<file path="config.mk">
export PLATFORM = sky130hd
export DESIGN_NAME = marker_delimited_field_splitter_flat
export DESIGN_NICKNAME = d
export VERILOG_FILES = /design/src/rtl/core/mdfs_pkg.sv /design/src/rtl/core/mdfs_stream_if.sv /design/src/rtl/core/marker_delimited_field_splitter.sv /design/src/flat_wrapper.sv
export SDC_FILE = /design/constraint.sdc
export NUM_CORES = 1
export LEC_CHECK = 0
export BUFFER_PORTS_ARGS = -buffer_cell sky130_fd_sc_hd__buf_2
export CORE_MARGIN = 2
export CORE_UTILIZATION = 25
export DETAILED_ROUTE_END_ITERATION = 12
export GPL_ROUTABILITY_DRIVEN = 0
export SKIP_LAST_GASP = 1
export SYNTH_ARGS = -nofsm -noshare
export SYNTH_HDL_FRONTEND = slang
export SYNTH_SLANG_ARGS = --single-unit
export TNS_END_PERCENT = 30
</file>
<file path="constraint.sdc">
create_clock -name clock -period 8 [get_ports clock]
set_input_delay 0.4 -clock clock [delete_from_list [all_inputs] [get_ports clock]]
set_output_delay 0.4 -clock clock [all_outputs]
set_load 0.02 [all_outputs]
</file>
<file path="src/rtl/core/mdfs_pkg.sv">
`timescale 1ns / 1ps
// mdfs_pkg: stage and result-kind types, marker text and marker lookup functions
// for the marker delimited field splitter; no dependencies

package mdfs_pkg;

   // record parsing stages
   typedef enum logic [2:0] {
      ST_SEEK   = 3'd0,
      ST_TITLE  = 3'd1,
      ST_AUTHOR = 3'd2,
      ST_AD     = 3'd3,
      ST_LINK   = 3'd4,
      ST_DONE   = 3'd5
   } stage_type;

   // result kinds
   typedef enum logic [1:0] {
      KIND_PAYLOAD = 2'd0,
      KIND_CLOSE   = 2'd1,
      KIND_DONE    = 2'd2
   } kind_type;

   localparam int unsigned MARK_MAX_LEN = 10;
   localparam int unsigned MARK_BITS    = 8 * MARK_MAX_LEN;

   // marker text, last character in the low byte, zero padded at the top
   localparam logic [MARK_BITS-1:0] MARK_TITLE  = "*$TITLE%*";
   localparam logic [MARK_BITS-1:0] MARK_AUTHOR = "*$AUTHOR%*";
   localparam logic [MARK_BITS-1:0] MARK_AD     = "*$AD%*";
   localparam logic [MARK_BITS-1:0] MARK_LINK   = "*$LINK%*";
   localparam logic [MARK_BITS-1:0] MARK_END    = "*$END%*";

   // closing marker of a stage
   function automatic logic [MARK_BITS-1:0] marker_bits(stage_type s);
      case (s)
         ST_SEEK:   marker_bits = MARK_TITLE;
         ST_TITLE:  marker_bits = MARK_AUTHOR;
         ST_AD:     marker_bits = MARK_LINK;
         ST_AUTHOR: marker_bits = MARK_AD;
         default:   marker_bits = MARK_END;
      endcase
   endfunction

   // length of that marker
   function automatic logic [3:0] marker_len(stage_type s);
      case (s)
         ST_SEEK:   marker_len = 4'd9;
         ST_TITLE:  marker_len = 4'd10;
         ST_AUTHOR: marker_len = 4'd6;
         ST_AD:     marker_len = 4'd8;
         default:   marker_len = 4'd7;
      endcase
   endfunction

endpackage

</file>
<file path="src/rtl/core/mdfs_stream_if.sv">
`timescale 1ns / 1ps
// mdfs_req_if and mdfs_rsp_if: valid/ready channels of the field splitter
// no dependencies

interface mdfs_req_if;
   logic       valid;
   logic       ready;
   logic [7:0] in_byte;

   modport source (output valid, output in_byte, input ready);
   modport sink   (input valid, input in_byte, output ready);
endinterface

interface mdfs_rsp_if;
   logic       valid;
   logic       ready;
   logic [1:0] kind;
   logic [1:0] field_id;
   logic [7:0] out_byte;

   modport source (output valid, output kind, output field_id, output out_byte, input ready);
   modport sink   (input valid, input kind, input field_id, input out_byte, output ready);
endinterface

</file>
<file path="src/rtl/core/marker_delimited_field_splitter.sv">
`timescale 1ns / 1ps
// marker_delimited_field_splitter: top level of the marker framed record splitter
// depends on mdfs_pkg and the channel interfaces in mdfs_stream_if.sv
//
// usage
//   req carries one raw byte per transfer (in_byte). rsp carries at most one
//   result per input byte: a payload byte of the open field, a field-closed
//   mark, or a record-complete mark (kind, field_id, out_byte).
//   bytes are dropped until *$TITLE%*; then title, author, ad and link are
//   routed out in turn, closed by *$AUTHOR%*, *$AD%*, *$LINK%*, *$END%*.
//   the byte after *$END%* yields the record-complete mark and is dropped.
//   bytes are held back by one less than the closing marker length, so no
//   marker text ever shows up as payload.
// timing
//   one transfer per cycle on both sides while rsp is not stalled. a byte is
//   held in the input register, is compared against the stage's marker and
//   the held history, and its result lands in the output register, which
//   drives rsp. the marker compare against the history shift register is
//   the combinational processing step between the two registers.
// reset and stalls
//   synchronous reset returns to seeking the title marker with nothing held.
//   while rsp is stalled the output register holds its result; one more byte
//   still waits in the input register, then req_ready drops.

module marker_delimited_field_splitter
   import mdfs_pkg::*;
#(
   parameter int unsigned HISTORY_DEPTH = 9
) (
   input  logic             clock,
   input  logic             reset,
   mdfs_req_if.sink         req,
   mdfs_rsp_if.source       rsp
);

   localparam int unsigned HIST_IDX_W = $clog2(HISTORY_DEPTH);

   // input register
   logic                  in_valid_ff, in_valid_in;
   logic [7:0]            in_byte_ff;

   // parser state
   stage_type             stage_ff, stage_in;
   logic [3:0]            held_count_ff, held_count_in;
   logic [7:0]            history_ff [HISTORY_DEPTH];

   // result register
   logic                  rsp_valid_ff, rsp_valid_in;
   kind_type              rsp_kind_ff, rsp_kind_in;
   logic [1:0]            rsp_field_ff, rsp_field_in;
   logic [7:0]            rsp_byte_ff, rsp_byte_in;

   // processing step
   logic                  out_free;      // result register can take a new result
   logic                  step;          // byte in the input register is processed now
   logic                  push;
   logic [MARK_BITS-1:0]  mark;
   logic [3:0]            hold;
   logic                  held_full;
   logic                  suffix_ok;
   logic                  hit;
   logic [7:0]            released;
   logic [2:0]            field_wide;
   logic                  emit;
   kind_type              kind_c;
   logic [1:0]            field_c;
   logic [7:0]            byte_c;

   // handshakes
   assign out_free    = !rsp_valid_ff || rsp.ready;
   assign step        = in_valid_ff && out_free;
   assign req.ready   = !in_valid_ff || out_free;
   assign in_valid_in = req.ready ? req.valid : in_valid_ff;

   assign rsp.valid    = rsp_valid_ff;
   assign rsp.kind     = rsp_kind_ff;
   assign rsp.field_id = rsp_field_ff;
   assign rsp.out_byte = rsp_byte_ff;

   // marker compare: current byte is the marker's last char, history the rest
   always_comb begin
      mark      = marker_bits(stage_ff);
      hold      = marker_len(stage_ff) - 4'd1;
      held_full = (held_count_ff >= hold);
      suffix_ok = (in_byte_ff == mark[7:0]);
      for (int k = 1; k < MARK_MAX_LEN; k++) begin
         if (4'(k) <= hold) begin
            suffix_ok = suffix_ok && (history_ff[HIST_IDX_W'(k - 1)] == mark[8*k +: 8]);
         end
      end
      hit        = held_full && suffix_ok;
      released   = history_ff[HIST_IDX_W'(hold - 4'd1)];
      field_wide = stage_ff - 3'd1;
   end

   // next state
   always_comb begin
      stage_in      = stage_ff;
      held_count_in = held_count_ff;
      push          = 1'b0;
      if (step) begin
         case (stage_ff)
            ST_SEEK, ST_TITLE, ST_AUTHOR, ST_AD, ST_LINK: begin
               if (hit) begin
                  stage_in      = stage_type'(stage_ff + 3'd1);
                  held_count_in = 4'd0;
               end else begin
                  push = 1'b1;
                  if (!held_full) begin
                     held_count_in = held_count_ff + 4'd1;
                  end
               end
            end
            default: begin
               // byte after the end marker closes the record
               stage_in      = ST_SEEK;
               held_count_in = 4'd0;
            end
         endcase
      end
   end

   // result of the processed byte
   always_comb begin
      emit    = 1'b0;
      kind_c  = KIND_PAYLOAD;
      field_c = field_wide[1:0];
      byte_c  = 8'd0;
      case (stage_ff)
         ST_SEEK: begin
            emit = 1'b0;
         end
         ST_TITLE, ST_AUTHOR, ST_AD, ST_LINK: begin
            if (hit) begin
               emit   = 1'b1;
               kind_c = KIND_CLOSE;
            end else if (held_full) begin
               emit   = 1'b1;
               kind_c = KIND_PAYLOAD;
               byte_c = released;
            end
         end
         default: begin
            emit    = 1'b1;
            kind_c  = KIND_DONE;
            field_c = 2'd0;
         end
      endcase
   end

   always_comb begin
      rsp_valid_in = step ? emit : (rsp_valid_ff && !rsp.ready);
      rsp_kind_in  = rsp_kind_ff;
      rsp_field_in = rsp_field_ff;
      rsp_byte_in  = rsp_byte_ff;
      if (step && emit) begin
         rsp_kind_in  = kind_c;
         rsp_field_in = field_c;
         rsp_byte_in  = byte_c;
      end
   end

   // control registers
   always_ff @(posedge clock) begin
      if (reset) begin
         in_valid_ff   <= 1'b0;
         stage_ff      <= ST_SEEK;
         held_count_ff <= 4'd0;
         rsp_valid_ff  <= 1'b0;
      end else begin
         in_valid_ff   <= in_valid_in;
         stage_ff      <= stage_in;
         held_count_ff <= held_count_in;
         rsp_valid_ff  <= rsp_valid_in;
      end
   end

   // payload registers
   always_ff @(posedge clock) begin
      if (req.ready) begin
         in_byte_ff <= req.in_byte;
      end
      rsp_kind_ff  <= rsp_kind_in;
      rsp_field_ff <= rsp_field_in;
      rsp_byte_ff  <= rsp_byte_in;
      // history is a shift line, newest byte first
      if (push) begin
         history_ff[0] <= in_byte_ff;
         for (int i = 1; i < HISTORY_DEPTH; i++) begin
            history_ff[i] <= history_ff[i-1];
         end
      end
   end

   // checks
   held_in_range: assert property (@(posedge clock) disable iff (reset)
      held_count_ff <= 4'd9)
      else $error("held byte count beyond longest marker prefix");

   done_waits_in_seek: assert property (@(posedge clock) disable iff (reset)
      (rsp_valid_ff && rsp_kind_ff == KIND_DONE) |-> (stage_ff == ST_SEEK))
      else $error("parser left seek stage while record-complete result pending");

   payload_in_field: assert property (@(posedge clock) disable iff (reset)
      (rsp_valid_ff && rsp_kind_ff == KIND_PAYLOAD) |->
         (stage_ff != ST_SEEK && stage_ff != ST_DONE))
      else $error("payload result outside an open field");

   marks_carry_no_byte: assert property (@(posedge clock) disable iff (reset)
      (rsp_valid_ff && rsp_kind_ff != KIND_PAYLOAD) |-> (rsp_byte_ff == 8'd0))
      else $error("close or complete result carries a data byte");

   hit_clears_hold: assert property (@(posedge clock) disable iff (reset)
      (step && hit && stage_ff != ST_DONE) |=> (held_count_ff == 4'd0))
      else $error("held bytes survive a marker match");

endmodule
</file>
<file path="src/flat_wrapper.sv">
// flat-port wrapper written by rule: the top's interface ports become plain ports
module marker_delimited_field_splitter_flat import mdfs_pkg::*;
#(
   parameter int unsigned HISTORY_DEPTH = 9
)
  (clock, reset, req_valid, req_in_byte, req_ready, rsp_valid, rsp_kind, rsp_field_id, rsp_out_byte, rsp_ready);
  mdfs_req_if req_i ();
  mdfs_rsp_if rsp_i ();
  input  logic clock;
  input  logic reset;
  input wire logic [$bits(req_i.valid)-1:0] req_valid;
  input wire logic [$bits(req_i.in_byte)-1:0] req_in_byte;
  output wire logic [$bits(req_i.ready)-1:0] req_ready;
  output wire logic [$bits(rsp_i.valid)-1:0] rsp_valid;
  output wire logic [$bits(rsp_i.kind)-1:0] rsp_kind;
  output wire logic [$bits(rsp_i.field_id)-1:0] rsp_field_id;
  output wire logic [$bits(rsp_i.out_byte)-1:0] rsp_out_byte;
  input wire logic [$bits(rsp_i.ready)-1:0] rsp_ready;
  assign req_i.valid = req_valid;
  assign req_i.in_byte = req_in_byte;
  assign req_ready = req_i.ready;
  assign rsp_valid = rsp_i.valid;
  assign rsp_kind = rsp_i.kind;
  assign rsp_field_id = rsp_i.field_id;
  assign rsp_out_byte = rsp_i.out_byte;
  assign rsp_i.ready = rsp_ready;
  marker_delimited_field_splitter #(.HISTORY_DEPTH(HISTORY_DEPTH)) u_core (.clock(clock), .reset(reset), .req(req_i), .rsp(rsp_i));
endmodule
</file>
==> impl_metrics.json <==
{
  "status": "finished clean",
  "synth_edf_count": 92,
  "critPathKind": "reg -> reg",
  "worstPathMaxFanout": 72,
  "syn_to_final_growth_pct": 13.3,
  "drc": 0,
  "async_reset_ff_share_pct": 0,
  "path_buf_inv": 2,
  "worstSetupEndpointType": "flip-flop",
  "pre_cts_slack_ns": 2.63,
  "ant_nets": 0,
  "fin_crit_ns": 5.40,
  "final.setup.tns_ns": 0,
  "tightest_slew_ns": 1.15,
  "routed_wl_mm": 11.6,
  "worstHoldPathType": "in -> reg",
  "dieArea_um2": 22000,
  "grt_pass1_wl_mm": 18.5,
  "vias": 3440,
  "syn_inst": 404,
  "clk_latency_ns": 0.36,
  "die_y_um": 148,
  "grt_pass1_vias": 3338,
  "vdd_ir_drop_max_v": 0.0000969,
  "pwr_density_cell_nw_per_um2": 186,
  "cts-resized-gates": 0,
  "hpwl_mm": 8.49,
  "grt_max_degree": 73,
  "synth_top_family_by_area": "simple AND/OR/NAND/NOR gates",
  "ctsHoldBuffers": 0,
  "place_area_um2": 5610,
  "cp.arrival_ns": 5.38,
  "synthAdderAreaFrac_pct": 3.13,
  "synthSimpleGateAreaFrac_pct": 15.1,
  "antennaDiodeCount": 0,
  "clk_path_buf_depth": 2,
  "routedWlPerCell_um": 16.5,
  "clock_power_share_pct": 38.2,
  "max_freq_ghz": 0.185,
  "cts_tree": "built",
  "h-tree-depth": 3,
  "p_seq_share_pct": 57.0,
  "layout_common_cells": "92 x edfxtp_1, 39 x mux2i_1, 32 x nand2_1, 25 x buf_2, 16 x nor2_1",
  "dp.cells": 685,
  "layout-drive-gt1-share_pct": 14.6,
  "finalWorstSetupSlack_ns": 2.60,
  "whs_ns": 0.213,
  "finalNetCount": 451,
  "crit_family": "simple AND/OR/NAND/NOR gates",
  "crit_slowest_cell": "dfxtp_1",
  "synth_ff_type": "edfxtp_1",
  "nFillCells": 2089,
  "numCtsBuffers": 9,
  "slew_viol_final": 0,
  "instances_no_fill": 701,
  "syn_area_um2": 5200,
  "clock-root-buffer": "clkbuf_16",
  "rows": 52,
  "fin_worst_skew_ns": 0.00599,
  "p_comb_share_pct": 4.8,
  "synthMuxAreaShare_pct": 11.2,
  "synth_area_per_cell_um2": 12.9,
  "synth_nets": 429,
  "clkTransAtPathRegs_ns": 0.07,
  "ys_seq_area_share_pct": 56.6,
  "setup_viol": 0,
  "final_common_cell": "edfxtp_1",
  "rsz0062_at_grt": "false",
  "switching_power_w": 0.000256,
  "start_util_pct": 25.6,
  "clkSinkCount": 101,
  "fin_area_um2": 5890,
  "via_per_inst": 4.91,
  "io_buffer_count": 25,
  "yosysWarnings": 0,
  "hold_viol_final": 0,
  "relSlewSlack_pct": 23.1,
  "crit_required_ns": 7.99,
  "cpPeakStageDelay_ns": 0.78,
  "crit_chain": "inv_2, ha_1, nand2b_1, nand2_1, ha_1, ha_1, a21oi_1, o21ai_0, nand2_1, a2111oi_1, nand3_2, nand2_1, nor2_4, buf_4",
  "drt_iter0_drc": 277,
  "grt.total_usage_pct": 10.9,
  "swShare_pct": 23.3,
  "maxCapViolCount": 0,
  "internal_power_w": 0.000840,
  "timing.final.crit_share_pct": 67.4,
  "core-area_um2": 20300,
  "yosys.area_share.xor_xnor_pct": 1.68,
  "leakagePower_nw": 1.99,
  "dr.pass1.iters": 5,
  "ioPinCount": 26,
  "cts_setup_buffers": 0,
  "synthDistinctLibCells": 63,
  "synth_compound_area_share_pct": 9.84,
  "start_kind": "flip-flop",
  "synth-seq-cells": 101,
  "die_w_um": 148,
  "antenna_found_initial": 0,
  "grt_overflow": 0
}
[flip-flops by register name (all words and copies together), names as in the netlist]
signal and cells:
u_core.rsp.out_byte 8, u_core.held_count_ff 4, u_core.in_byte_ff 8, u_core.rsp.kind 2
u_core.in_valid_ff 1, u_core.rsp.valid 1, u_core.rsp.field_id 2, u_core.history_ff 72
u_core.stage_ff 3
[area by class of cell]
| class | count | area (um^2) | share of cell area [%] |
|---|---|---|---|
| Clock buffer | 9 | 225 | 3.82 |
| Inverter | 12 | 45.0 | 0.765 |
| Timing Repair Buffer | 27 | 140 | 2.38 |
| Tap cell | 270 | 338 | 5.73 |
| Clock inverter | 7 | 57.6 | 0.977 |
| Multi-Input combinational cell | 275 | 2140 | 36.4 |
| Sequential cell | 101 | 2940 | 50.0 |
[per-layer routing]
layer  global-route usage (%)  up-vias  part of all wire [%]
met5                        0        -                     0
met4                     3.95        0                   1.6
met3                     3.10       14                   6.6
met2                     16.4       98                    44
met1                     15.0     1703                    47
li1                         -     1625                     -
[per-stage QoR]
stage                     util [%]  total power, W
after floorplan                  -        0.000666
after global placement        27.6        0.000687
after detailed placement      27.6        0.000689
after CTS                     29.0         0.00111
after global routing          29.0         0.00114
final                         29.0         0.00110
[cells by family (layout without fill, tap and decap cells)]
family	Yosys count	after routing
and+or+nand+nor	138	138
AOI/OAI and AO/OA	66	66
buffers and inverters	28	55
xor gates and xnor gates	10	10
adders and majority gates	13	13
DFF	101	101
muxes	48	48
[worst register-to-register path, cell delays in order (launching register included)]
cell and delay [ns]:
dfxtp_1 0.78, inv_2 0.19, ha_1 0.51, nand2b_1 0.30
nand2_1 0.49, ha_1 0.36, ha_1 0.28, a21oi_1 0.05
o21ai_0 0.48, nand2_1 0.11, a2111oi_1 0.50, nand3_2 0.23
nand2_1 0.27, nor2_4 0.04, buf_4 0.38
[power groups by stage]
stage	combinational [W]	sequential, W	clock [W]
2_1_floorplan	0.0000376	0.000628	0
3_3_place_gp	0.0000519	0.000635	0
3_5_place_dp	0.0000529	0.000636	0
4_1_cts	0.0000532	0.000624	0.000432
5_1_grt	0.0000588	0.000628	0.000453
6_report	0.0000530	0.000624	0.000418
[synth_stat cells (all sizes together), types with 3 or more instances]
cell type | n | share of area (%)
and3 | 5 | 0.70
xnor2 | 7 | 1.2
nor4bb | 6 | 1.2
nor4 | 10 | 1.2
xor2 | 3 | 0.51
nor3b | 3 | 0.43
nor2b | 3 | 0.36
a21oi | 8 | 0.77
nor4b | 6 | 1.1
o31ai | 5 | 0.72
nor3 | 15 | 1.4
mux2i | 39 | 7.5
nand3 | 9 | 0.96
dfxtp | 9 | 3.5
clkbuf | 8 | 0.58
o21bai | 5 | 0.94
o21ba | 3 | 0.58
ha | 13 | 3.1
nand2b | 8 | 0.96
buf | 8 | 1.1
and2 | 4 | 0.48
nor2 | 18 | 1.3
edfxtp | 92 | 53
nand4 | 3 | 0.36
a211oi | 4 | 0.58
or2 | 3 | 0.36
a31oi | 4 | 0.48
or3 | 6 | 0.72
mux4 | 8 | 3.5
o21ai | 10 | 0.96
o211a | 10 | 1.9
nand2 | 32 | 2.3
inv | 11 | 0.79
[path summary, 6_finish.rpt]
| path | slack [ns] | end | start | depth (start not counted) |
|---|---|---|---|---|
| max | 2.60 | u_core.history_ff[4][1] | u_core.stage_ff[2] | 14 |
| min | 0.21 | u_core.in_byte_ff[7] | req_in_byte[7] | 1 |
| max reg2reg | 2.60 | u_core.history_ff[4][1] | u_core.stage_ff[2] | 14 |
| min reg2reg | 0.47 | u_core.history_ff[0][1] | u_core.in_byte_ff[1] | 0 |
No activity file was read; power rests on OpenSTA's default activity.
